`src/rtl/core/wear_leveled_value_ring_unit_macros.svh`:
```
// assertion macros for the wear leveled value ring unit
`ifndef WEAR_LEVELED_VALUE_RING_UNIT_MACROS_SVH
`define WEAR_LEVELED_VALUE_RING_UNIT_MACROS_SVH

`ifndef NO_ASSERTIONS

// same cycle implication
`define WLVR_ASSERT_NOW(label, clk, rst, ante, cons) \
   label: assert property (@(posedge clk) disable iff (rst) (ante) |-> (cons)) \
      else $error("assertion failed: same cycle implication");

// next cycle implication
`define WLVR_ASSERT_NEXT(label, clk, rst, ante, cons) \
   label: assert property (@(posedge clk) disable iff (rst) (ante) |=> (cons)) \
      else $error("assertion failed: next cycle implication");

`else

`define WLVR_ASSERT_NOW(label, clk, rst, ante, cons)
`define WLVR_ASSERT_NEXT(label, clk, rst, ante, cons)

`endif

`endif

```
`src/rtl/core/wlvr_pkg.sv`:
```
// shared types and constants of the wear leveled value ring unit
`default_nettype none

package wlvr_pkg;

   localparam int RING_LEN     = 8;
   localparam int NUM_CHANNELS = 3;
   localparam int STORE_DEPTH  = RING_LEN * NUM_CHANNELS;
   localparam int IDX_W        = (RING_LEN > 1) ? $clog2(RING_LEN) : 1;
   localparam int CNT_W        = $clog2(RING_LEN + 1);
   localparam int ADDR_W       = (STORE_DEPTH > 1) ? $clog2(STORE_DEPTH) : 1;
   localparam int DATA_W       = 8;

   typedef enum logic [1:0] {
      OP_READ  = 2'd0,
      OP_WRITE = 2'd1,
      OP_INIT  = 2'd2,
      OP_NONE  = 2'd3
   } op_type;

   typedef struct packed {
      op_type      op;
      logic [1:0]  channel;
      logic [7:0]  value;
   } req_type;

   typedef struct packed {
      logic [7:0]  stored_value;
      logic        holds_value;
      logic [2:0]  slot;
   } rsp_type;

   typedef enum logic [2:0] {
      ST_IDLE,
      ST_SETUP,
      ST_INIT,
      ST_SCAN,
      ST_UPDATE,
      ST_RESPOND
   } state_type;

   typedef struct packed {
      logic load_req;
      logic scan_clear;
      logic init_store;
      logic scan_run;
      logic update;
      logic respond;
   } cmd_type;

   typedef struct packed {
      op_type op;
      logic   ch_ok;
      logic   scan_done;
   } stat_type;

   function automatic logic [ADDR_W-1:0] slot_addr(input logic [1:0] ch,
                                                   input logic [IDX_W-1:0] idx);
      logic [ADDR_W+2:0] full;
      full = (ADDR_W+3)'(ch) * (ADDR_W+3)'(RING_LEN) + (ADDR_W+3)'(idx);
      return full[ADDR_W-1:0];
   endfunction

endpackage

`default_nettype wire

```
`src/rtl/core/wlvr_ram.sv`:
```
// generic single port write, registered read ram
`default_nettype none

module wlvr_ram #(
   parameter int WIDTH = 8,
   parameter int DEPTH = 24
) (
   input  wire logic                             clock,
   input  wire logic                             wr_en,
   input  wire logic [$clog2(DEPTH > 1 ? DEPTH : 2)-1:0] wr_addr,
   input  wire logic [WIDTH-1:0]                 wr_data,
   input  wire logic [$clog2(DEPTH > 1 ? DEPTH : 2)-1:0] rd_addr,
   output logic      [WIDTH-1:0]                 rd_data
);

   logic [WIDTH-1:0] mem_ff [DEPTH];

   always_ff @(posedge clock) begin
      if (wr_en) begin
         mem_ff[wr_addr] <= wr_data;
      end
      rd_data <= mem_ff[rd_addr];
   end

endmodule

`default_nettype wire

```
`src/rtl/core/wlvr_datapath.sv`:
```
// slot store, scan pipeline and result register
`default_nettype none

module wlvr_datapath (
   input  wire logic              clock,
   input  wire logic              reset,
   input  wire wlvr_pkg::req_type req_word,
   input  wire wlvr_pkg::cmd_type cmd,
   output wlvr_pkg::stat_type     status,
   output logic                   rsp_strobe,
   output wlvr_pkg::rsp_type      rsp_word
);

   wlvr_pkg::req_type                   req_ff, req_in;
   logic [wlvr_pkg::STORE_DEPTH-1:0]    occ_ff, occ_in;
   logic                                marked_ff, marked_in;
   logic [wlvr_pkg::CNT_W-1:0]          idx_ff, idx_in;
   logic                                chk_vld_ff, chk_vld_in;
   logic [wlvr_pkg::IDX_W-1:0]          chk_idx_ff, chk_idx_in;
   logic                                chk_occ_ff, chk_occ_in;
   logic                                found_ff, found_in;
   logic [wlvr_pkg::IDX_W-1:0]          found_idx_ff, found_idx_in;
   logic [7:0]                          found_val_ff, found_val_in;
   logic                                strobe_ff, strobe_in;
   wlvr_pkg::rsp_type                   rsp_ff, rsp_in;

   logic                                ch_ok;
   logic                                issue;
   logic [wlvr_pkg::ADDR_W-1:0]         rd_addr;
   logic [wlvr_pkg::DATA_W-1:0]         rd_data;
   logic [wlvr_pkg::IDX_W-1:0]          tgt_idx, clr_idx;
   logic [wlvr_pkg::ADDR_W-1:0]         tgt_addr, clr_addr;
   logic                                val_nz;

   assign ch_ok  = int'(req_ff.channel) < wlvr_pkg::NUM_CHANNELS;
   assign issue  = cmd.scan_run && (idx_ff < wlvr_pkg::CNT_W'(wlvr_pkg::RING_LEN));
   assign rd_addr = wlvr_pkg::slot_addr(req_ff.channel, idx_ff[wlvr_pkg::IDX_W-1:0]);
   assign val_nz = req_ff.value != 8'd0;

   // first nonzero slot below the last one moves forward, else wrap to slot 0
   always_comb begin
      if (found_ff && (found_idx_ff != wlvr_pkg::IDX_W'(wlvr_pkg::RING_LEN - 1))) begin
         tgt_idx = found_idx_ff + wlvr_pkg::IDX_W'(1);
         clr_idx = found_idx_ff;
      end else begin
         tgt_idx = '0;
         clr_idx = wlvr_pkg::IDX_W'(wlvr_pkg::RING_LEN - 1);
      end
   end

   assign tgt_addr = wlvr_pkg::slot_addr(req_ff.channel, tgt_idx);
   assign clr_addr = wlvr_pkg::slot_addr(req_ff.channel, clr_idx);

   wlvr_ram #(
      .WIDTH (wlvr_pkg::DATA_W),
      .DEPTH (wlvr_pkg::STORE_DEPTH)
   ) u_store (
      .clock   (clock),
      .wr_en   (cmd.update),
      .wr_addr (tgt_addr),
      .wr_data (req_ff.value),
      .rd_addr (rd_addr),
      .rd_data (rd_data)
   );

   always_comb begin
      req_in       = cmd.load_req ? req_word : req_ff;
      occ_in       = occ_ff;
      marked_in    = marked_ff;
      idx_in       = idx_ff;
      chk_vld_in   = issue;
      chk_idx_in   = idx_ff[wlvr_pkg::IDX_W-1:0];
      chk_occ_in   = occ_ff[rd_addr];
      found_in     = found_ff;
      found_idx_in = found_idx_ff;
      found_val_in = found_val_ff;
      strobe_in    = cmd.respond;
      rsp_in       = rsp_ff;

      if (cmd.init_store && !marked_ff) begin
         occ_in    = '0;
         marked_in = 1'b1;
      end
      if (cmd.update) begin
         occ_in[clr_addr] = 1'b0;
         occ_in[tgt_addr] = val_nz;
      end

      if (cmd.scan_clear) begin
         idx_in       = '0;
         found_in     = 1'b0;
         found_idx_in = '0;
         found_val_in = 8'd0;
      end else begin
         if (issue) begin
            idx_in = idx_ff + wlvr_pkg::CNT_W'(1);
         end
         // a slot whose occupied bit is clear reads as zero
         if (chk_vld_ff && !found_ff && chk_occ_ff && (rd_data != 8'd0)) begin
            found_in     = 1'b1;
            found_idx_in = chk_idx_ff;
            found_val_in = rd_data;
         end
      end

      if (cmd.respond) begin
         if (!ch_ok) begin
            rsp_in = '0;
         end else if (req_ff.op == wlvr_pkg::OP_WRITE) begin
            rsp_in.stored_value = req_ff.value;
            rsp_in.holds_value  = val_nz;
            rsp_in.slot         = val_nz ? 3'(tgt_idx) : 3'd0;
         end else begin
            rsp_in.stored_value = found_val_ff;
            rsp_in.holds_value  = found_ff;
            rsp_in.slot         = 3'(found_idx_ff);
         end
      end
   end

   always_ff @(posedge clock) begin
      if (reset) begin
         occ_ff       <= '0;
         marked_ff    <= 1'b0;
         idx_ff       <= '0;
         chk_vld_ff   <= 1'b0;
         found_ff     <= 1'b0;
         found_idx_ff <= '0;
         found_val_ff <= 8'd0;
         strobe_ff    <= 1'b0;
      end else begin
         occ_ff       <= occ_in;
         marked_ff    <= marked_in;
         idx_ff       <= idx_in;
         chk_vld_ff   <= chk_vld_in;
         found_ff     <= found_in;
         found_idx_ff <= found_idx_in;
         found_val_ff <= found_val_in;
         strobe_ff    <= strobe_in;
      end
      req_ff     <= req_in;
      chk_idx_ff <= chk_idx_in;
      chk_occ_ff <= chk_occ_in;
      rsp_ff     <= rsp_in;
   end

   assign status.op        = req_ff.op;
   assign status.ch_ok     = ch_ok;
   assign status.scan_done = (idx_ff == wlvr_pkg::CNT_W'(wlvr_pkg::RING_LEN)) && !chk_vld_ff;
   assign rsp_strobe       = strobe_ff;
   assign rsp_word         = rsp_ff;

endmodule

`default_nettype wire

```
`src/rtl/core/wlvr_ctrl.sv`:
```
// sequencing state machine of the wear leveled value ring unit
`default_nettype none

module wlvr_ctrl (
   input  wire logic               clock,
   input  wire logic               reset,
   input  wire logic               start,
   input  wire wlvr_pkg::stat_type status,
   output wlvr_pkg::cmd_type       cmd,
   output logic                    busy
);

   wlvr_pkg::state_type state_ff, state_in;

   always_comb begin
      state_in = state_ff;
      case (state_ff)
         wlvr_pkg::ST_IDLE: begin
            if (start) begin
               state_in = wlvr_pkg::ST_SETUP;
            end
         end
         wlvr_pkg::ST_SETUP: begin
            if (status.op == wlvr_pkg::OP_INIT) begin
               state_in = wlvr_pkg::ST_INIT;
            end else if (status.ch_ok) begin
               state_in = wlvr_pkg::ST_SCAN;
            end else begin
               state_in = wlvr_pkg::ST_RESPOND;
            end
         end
         wlvr_pkg::ST_INIT: begin
            state_in = status.ch_ok ? wlvr_pkg::ST_SCAN : wlvr_pkg::ST_RESPOND;
         end
         wlvr_pkg::ST_SCAN: begin
            if (status.scan_done) begin
               state_in = (status.op == wlvr_pkg::OP_WRITE) ? wlvr_pkg::ST_UPDATE
                                                            : wlvr_pkg::ST_RESPOND;
            end
         end
         wlvr_pkg::ST_UPDATE: begin
            state_in = wlvr_pkg::ST_RESPOND;
         end
         wlvr_pkg::ST_RESPOND: begin
            state_in = wlvr_pkg::ST_IDLE;
         end
         default: begin
            state_in = wlvr_pkg::ST_IDLE;
         end
      endcase
   end

   always_comb begin
      cmd  = '0;
      busy = 1'b1;
      case (state_ff)
         wlvr_pkg::ST_IDLE: begin
            busy         = 1'b0;
            cmd.load_req = start;
         end
         wlvr_pkg::ST_SETUP: begin
            cmd.scan_clear = 1'b1;
         end
         wlvr_pkg::ST_INIT: begin
            cmd.init_store = 1'b1;
         end
         wlvr_pkg::ST_SCAN: begin
            cmd.scan_run = 1'b1;
         end
         wlvr_pkg::ST_UPDATE: begin
            cmd.update = 1'b1;
         end
         wlvr_pkg::ST_RESPOND: begin
            cmd.respond = 1'b1;
         end
         default: begin
            cmd = '0;
         end
      endcase
   end

   always_ff @(posedge clock) begin
      if (reset) begin
         state_ff <= wlvr_pkg::ST_IDLE;
      end else begin
         state_ff <= state_in;
      end
   end

endmodule

`default_nettype wire

```
`src/rtl/core/wear_leveled_value_ring_unit.sv`:
```
// read and op 3 pass setup, scan and respond; a write adds update after the scan,
// init adds init before it; on an absent channel setup, or init for init, goes straight to respond
// no new word until the last is done; the slot scan reads the store ram one slot a cycle
// busy is low again in the strobe cycle, so the next word may start then
// the receiver cannot stall: each result shows for exactly one cycle
// reset empties every ring at once through per slot occupied bits and clears the marker
`default_nettype none

`include "wear_leveled_value_ring_unit_macros.svh"

module wear_leveled_value_ring_unit (
   input  wire logic              clock,
   input  wire logic              reset,
   input  wire logic              start,
   output logic                   busy,
   input  wire wlvr_pkg::req_type req_word,
   output logic                   rsp_strobe,
   output wlvr_pkg::rsp_type      rsp_word
);

   wlvr_pkg::cmd_type  cmd;
   wlvr_pkg::stat_type status;

   wlvr_ctrl u_ctrl (
      .clock  (clock),
      .reset  (reset),
      .start  (start),
      .status (status),
      .cmd    (cmd),
      .busy   (busy)
   );

   wlvr_datapath u_datapath (
      .clock      (clock),
      .reset      (reset),
      .req_word   (req_word),
      .cmd        (cmd),
      .status     (status),
      .rsp_strobe (rsp_strobe),
      .rsp_word   (rsp_word)
   );

   `WLVR_ASSERT_NEXT(a_accept_busy, clock, reset, start && !busy, busy)
   `WLVR_ASSERT_NEXT(a_single_strobe, clock, reset, rsp_strobe, !rsp_strobe)
   `WLVR_ASSERT_NOW(a_strobe_after_busy, clock, reset, rsp_strobe, $past(busy))
   `WLVR_ASSERT_NOW(a_empty_zero, clock, reset, rsp_strobe && !rsp_word.holds_value,
      (rsp_word.stored_value == 8'd0) && (rsp_word.slot == 3'd0))

endmodule

`default_nettype wire
```
`config.mk`:
```
export PLATFORM = sky130hd
export DESIGN_NAME = wear_leveled_value_ring_unit
export DESIGN_NICKNAME = d
export VERILOG_FILES = /design/src/rtl/core/wlvr_pkg.sv /design/src/rtl/core/wlvr_ram.sv /design/src/rtl/core/wlvr_datapath.sv /design/src/rtl/core/wlvr_ctrl.sv /design/src/rtl/core/wear_leveled_value_ring_unit.sv
export VERILOG_INCLUDE_DIRS = /design/src /design/src/rtl/core
export SDC_FILE = /design/constraint.sdc
export NUM_CORES = 1
export LEC_CHECK = 0
export ABC_AREA = 1
export ABC_CLOCK_PERIOD_IN_PS = 4000
export BUFFER_PORTS_ARGS = -buffer_cell sky130_fd_sc_hd__buf_2
export CAP_MARGIN = 40
export CORE_ASPECT_RATIO = 1.2
export CORE_MARGIN = 8
export CORE_UTILIZATION = 50
export DETAILED_ROUTE_END_ITERATION = 12
export HOLD_SLACK_MARGIN = 0.1
export PLACE_DENSITY = 0.66
export SYNTH_ARGS = -nofsm -noshare
export SYNTH_HDL_FRONTEND = slang
export SYNTH_SLANG_ARGS = --single-unit
```
`constraint.sdc`:
```
create_clock -name clock -period 4 [get_ports clock]
set_input_delay 0.4 -clock clock [delete_from_list [all_inputs] [get_ports clock]]
set_output_delay 0.4 -clock clock [all_outputs]
set_load 0.01 [all_outputs]
```
; After elaboration in Yosys (flattened, before gate mapping)
; Memory sizes are Yosys's and may differ from the RTL's. A register that Yosys moved wholly into a read port is not among the register bits.
; Index checks and enable logic that the tools add are counted.
; W data, S select, Z words.
[totals]
ramBits = 192
n_memories = 1
output_inout_bits = 14
regBits = 74
wordCells = 88
[memory_table]
columns = memory, words, width, rd, rd_ports_with_merged_regs, wr, line_no
row1 = u_datapath.u_store.mem_ff, 24, 8, 1, 1, 1, wlvr_ram.sv:16  ; logic [WIDTH-1:0] mem_ff [DEPTH];
[classes]
n_eq_ne = 11
bitwise = 2
mux = 28
n_addsub = 5
reduce_logical = 17
magnitude_cmp = 7
[op_table]
columns = cell, n
row1 = $mux W24, 2
row2 = $and A24 B24 Y24, 1
row3 = $bwmux W24, 1
row4 = $not A24 Y24, 1
row5 = $mux W3, 7
row6 = $lt A5 B6 Y1 const B, 3
row7 = $reduce_bool A8 Y1, 2
row8 = $add A5 B3 Y5, 3
row9 = $pmux W3 S5, 1
row10 = $mux W1, 13
row11 = $mux W12, 1
row12 = $demux W1 S5, 2
row13 = $ge A5 B1 Y1 const B, 2
row14 = $logic_and A1 B1 Y1, 9
row15 = $eq A3 B2 Y1 const B, 2
row16 = $eq A3 B3 Y1 const B, 2
row17 = $bmux W1 S5, 1
row18 = $add A4 B1 Y4 const B, 1
row19 = $eq A4 B4 Y1 const B, 1
row20 = $lt A4 B4 Y1 const B, 1
row21 = $ne A2 B2 Y1 const B, 2
row22 = $add A3 B1 Y3 const B, 1
row23 = $eq A3 B1 Y1 const B, 1
row24 = $logic_not A1 Y1, 3
row25 = 7 further kinds, 7

; Depth between registers and ports, before layout
[depth]
word_depth = 12
depth_mapped = 11
mapped_depth_nobuf = 11

; Cells and area by module
; Synthesis repeated with hierarchy kept, for this count alone.
[hier_totals]
hier_cells = 1345
hier_area_um2 = 12316.8
[modules_own_cells]
columns = module, instances, cells_each, area_per_inst_um2
row1 = wlvr_ram, 1, 762, 8370.5
row2 = wlvr_datapath, 1, 534, 3672.3
row3 = wlvr_ctrl, 1, 49, 274.0

; Worst setup path after synthesis
; Ideal clock, no wire load.
[synth_path]
path_type = reg2reg
startpoint = register u_datapath.found_idx_ff[0] in the netlist's numbering
endpoint = memory u_datapath.u_store.mem_ff[23][0], enable pin
slack_ps = 1570
path_stages_with_launch = 8
arrival_ps = 2035
setup_time_ps = 395
cell_sequence = dfxtp_1 ha_1 ha_1 inv_1 nand3_2 inv_1 nand2_1 nor4_1
[synth_via]
elab_chain_cells = 4
word_cells_on_any_way = 5
classes_between = add/sub: 2 / eq/ne: 1 / mux: 1 / reduce/logical: 1
[synth_lines]
columns = element, line_no
row1 = "start, declared", wlvr_datapath.sv:22  ; logic [wlvr_pkg::IDX_W-1:0] found_idx_ff, found_idx_in;
row2 = "start signal, assigned", wlvr_datapath.sv:137  ; found_idx_ff <= found_idx_in;
row3 = branches (longest 2 deep; another with $add A3 B1 Y3), n/a
row4 = $mux W3 (*), wlvr_datapath.sv:42  ; if (found_ff && (found_idx_ff != wlvr_pkg::IDX_W'(wlvr_pkg::RING_LEN - 1))) begin
row5 = $add A5 B3 Y5 (*), wlvr_pkg.sv:60  ; full = (ADDR_W+3)'(ch) * (ADDR_W+3)'(RING_LEN) + (ADDR_W+3)'(idx);
row6 = "end, declared", wlvr_ram.sv:16
; Mark *: on every way between the ends.

; Final worst setup path
[layout_path]
startpoint = register u_datapath.found_idx_ff[0] in the netlist's numbering
endpoint = memory u_datapath.u_store.mem_ff[20][4], enable pin
; The elaborated chain is that of the path after synthesis.

==> summary.md <==
| Metric | Value |
|---|---|
| Chip height | `roughly 190 um` |
| I/O pins | `29` |
| Die Wd | `roughly 160 um` |
| Crit end category | `flip-flop` |
| Root Driver | `clkbuf_16` |
| Core ar. | `between 20000 and 25000 um^2` |
| Status | `finished clean` |
| DRT antenna net count | `0` |
| Internal | `0.00485 W` |
| Die Area | `29400 um^2` |
| Share of cells above drive strength 1 | `0.0749` |
| Clk_skew | `slightly above 0.008 ns` |
| Critical path class | `reg2reg` |
| Post-CTS resize count | `0` |
| DP HPWL | `18900 um` |
| Sw Ratio | `0.278` |
| Multi-input gate area in the final layout | `3590 um^2` |
| Clock power share | `0.338` |
| Grt total ovfl | `0` |
| Initial DRC count | `between 800 and 900` |
| CP most frequent cell | `ha_1` |
| Critical Path Start Type | `flip-flop` |
| Vias in the first global route | `8344` |
| CTS tree | `built` |
| Clock Latency Late Sink | `between 0.5 and 0.6 ns` |
| Min-Delay Path Class | `in2reg` |
| Crit path max fanout | `8` |
| Flops & latches, synth | `274` |
| Clock-pin slew on the worst setup and hold paths | `around 0.070 ns` |
| GRT Total Usage | `0.203` |
| Cells along the critical path | `ha_1 > ha_1 > inv_1 > nand3_4 > nor2_2 > nand2_1 > nor2_1` |
| Initial Utilization | `0.507` |
| Rows | `slightly above 60` |
| Max Clk Rate | `0.396 GHz` |
| CTS buffer count | `26` |
| Slew margin rel. | `0.443` |
| Fill cells | `between 2000 and 2500` |
| Sink Count | `274` |
| Yosys cell types | `34` |
| Post-layout util | `0.563` |
| Pleak | `about 5.6 nW` |
| Max Cap Viol | `0` |
| PnR worst setup slack | `~1.5 ns` |
| Cell Pwr Density | `501 nW/um^2` |
| Pre-CTS WS | `1.52 ns` |
| Final Cell Area | `13400 um^2` |
| Synthesized area | `12100 um^2` |
| Fin. Hold Viols | `0` |
| Drt total wl | `29500 um` |
| CTS max path bufs | `3` |
| Net Sw Power | `roughly 0.0019 W` |
| Routed vias/inst | `5.23` |
| RSZ-0062 raised after global routing | `no` |
| Sequential Area | `between 7000 and 8000 um^2` |
| Syn Inst Count | `1313` |
| Total chip power | `between 0.006 and 0.007 W` |
| First-pass GRT wire length | `about 46000 um` |
| H-tree depth | `1` |
| Warnings from Yosys | `0` |
| Critical Path RT | `about 4.2 ns` |
| Worst Tran Pin Value | `~0.84 ns` |
| Setup violators final | `0` |
| Total number of vias | `8791` |
| Setup TNS | `0 ns` |
| # port buffers | `28` |
| Nets@finish | `1360` |
| Syn_nets | `roughly 1300` |
| Gpl congestion | `between 0.9 and 1` |
| Final worst-path cycle share | `0.632` |
| DRC viols | `0` |
| Antenna Cells | `0` |
| Reg-to-reg slack, setup | `between 1 and 1.5 ns` |
| Largest net degree at the start of global routing | `between 70 and 80` |
| Layout Area Growth over Synthesis | `11.1%` |
| Seq pwr share | `0.508` |
| Placed inst area | `approximately 13000 um^2` |
| Fin crit period | `roughly 2.5 ns` |
| VDD IR max | `between 0.2 and 0.3 mV` |
| Comb pwr share | `0.154` |
| 1st-pass router iterations | `5` |
| Worst path arrival time | `about 2.7 ns` |
| Synthesized area per cell | `9.19 um^2` |
| Slew Limit Fails | `0` |
| Drt wl/cell | `approximately 18 um` |
| Sequential share of the synthesized area | `0.634` |
| Initial antenna violation count | `0` |
| Slowest stage delay, CP | `roughly 0.54 ns` |
| CP max stage cell | `nor2_1` |
[kinds of logic after synthesis]
logic type / Yosys count / synth area share
flops: 274 / 0.634
simple gates: 764 / 0.261
fa+ha+maj: 4 / 0.00415
compound gates: 75 / 0.0322
buf+inv: 196 / 0.0688
[critical path, delay by kind of cell, from the launching register on]
kind                     cells  cell delay (ns)
adder cells (fa/ha/maj)      2             0.43
buffers and inverters        1             0.19
flip-flops                   1             0.40
AND/OR/NAND/NOR              4             1.12
[sequential cells by signal, indices dropped and copies added (netlist names)]
name / count
u_datapath.chk_idx_ff: 3
u_datapath.status: 2
u_datapath.idx_ff: 4
u_datapath.chk_occ_ff: 1
u_datapath.u_store.rd_data: 8
u_datapath.u_store.mem_ff: 192
u_datapath.marked_ff: 1
u_ctrl.state_ff: 3
u_datapath.occ_ff: 24
u_datapath.found_ff: 1
u_datapath.req_ff: 10
u_datapath.found_val_ff: 8
u_datapath.rsp_strobe: 1
u_datapath.found_idx_ff: 3
u_datapath.rsp_word: 12
u_datapath.chk_vld_ff: 1
[power by group through the flow]
stage	combinational (W)	clock, W	sequential (W)
after floorplan	0.000633	0	0.00347
after global placement	0.000942	0	0.00350
after detailed placement	0.00102	0	0.00347
after CTS	0.00103	0.00232	0.00341
after global routing	0.00114	0.00243	0.00342
final	0.00103	0.00227	0.00341
[cells in the mapped netlist]
| master | count | area, um^2 |
|---|---|---|
| buf_1 | 5 | 18.8 |
| inv_2 | 2 | 7.51 |
| ha_1 | 4 | 50.1 |
| nor2_1 | 133 | 499 |
| nor3_1 | 1 | 5.00 |
| buf_8 | 1 | 15.0 |
| nor4_1 | 3 | 18.8 |
| clkbuf_1 | 15 | 56.3 |
| nand2_2 | 2 | 12.5 |
| o21bai_1 | 1 | 7.51 |
| nand4_2 | 1 | 12.5 |
| o21a_1 | 1 | 7.51 |
| a21oi_1 | 22 | 110 |
| nand3_4 | 1 | 17.5 |
| buf_2 | 30 | 150 |
| edfxtp_1 | 216 | 6490 |
| nor2_2 | 7 | 43.8 |
| o2111ai_1 | 1 | 8.76 |
| dfxtp_1 | 58 | 1160 |
| nand4_1 | 1 | 6.26 |
| buf_6 | 3 | 33.8 |
| o211ai_1 | 1 | 7.51 |
| buf_4 | 6 | 45.0 |
| nand3_2 | 1 | 10.0 |
| a211oi_1 | 1 | 7.51 |
| nor2_4 | 1 | 11.3 |
| clkbuf_2 | 1 | 5.00 |
| nand3_1 | 164 | 821 |
| o21ai_0 | 44 | 220 |
| inv_1 | 132 | 495 |
| nand2_1 | 448 | 1680 |
| clkinv_1 | 1 | 3.75 |
| o21ai_1 | 4 | 20.0 |
| nand2_4 | 1 | 11.3 |
[per-stage QoR]
stage | instances | hold WS [ns]
6_report | 1681 | 0.227
5_1_grt | 1681 | 0.231
4_1_cts | 1681 | 0.210
3_5_place_dp | 1621 | 0.467
3_3_place_gp | 1616 | 0.459
2_1_floorplan | 1313 | 0.346
[worst paths after layout]
check	end	depth (start not counted)	start
worst max-delay path	u_datapath.u_store.mem_ff[20][4]	7	u_datapath.found_idx_ff[0]
worst min-delay path	u_datapath.chk_vld_ff	2	reset
worst max register to register	u_datapath.u_store.mem_ff[20][4]	7	u_datapath.found_idx_ff[0]
worst min register to register	u_datapath.marked_ff	2	u_datapath.marked_ff
[layer usage]
layer	vias up	routed length (um)	GRT usage	share of wire
li1	4314	-	-	-
met1	4131	12500	0.267	0.42
met2	288	14300	0.342	0.49
met3	58	1710	0.0213	0.058
met4	0	975	0.0751	0.033
met5	-	0	0	0
[cell usage in the layout, fill, tap and decap left out, types with 7 or more instances in the layout]
cell / synthesis / layout
a21oi_1: 22 / 22
clkbuf_1: 15 / 11
nor2_2: 7 / 7
nor2_1: 133 / 133
nand3_1: 164 / 164
dfxtp_1: 58 / 56
nand2_1: 448 / 448
dlygate4sd3_1: 0 / 12
o21ai_0: 44 / 44
buf_2: 30 / 28
buf_4: 6 / 17
clkbuf_16: 0 / 27
edfxtp_1: 216 / 216
inv_1: 132 / 131
[area by class of cell]
cell class              count  area share
clock buffers              40      0.0555
repair buffers             61      0.0353
multi-input cells         843       0.268
well taps                 320      0.0299
clock inverters             8     0.00289
inverters                 135      0.0378
flip-flops and latches    274       0.571
[timing repair]
action / in CTS / in global routing
hold buffers: 12 / 0
hold endpoints to repair: 12 / 0
buffers inserted: 0 / 0
Note: power is estimated with default switching activity, not from simulation.
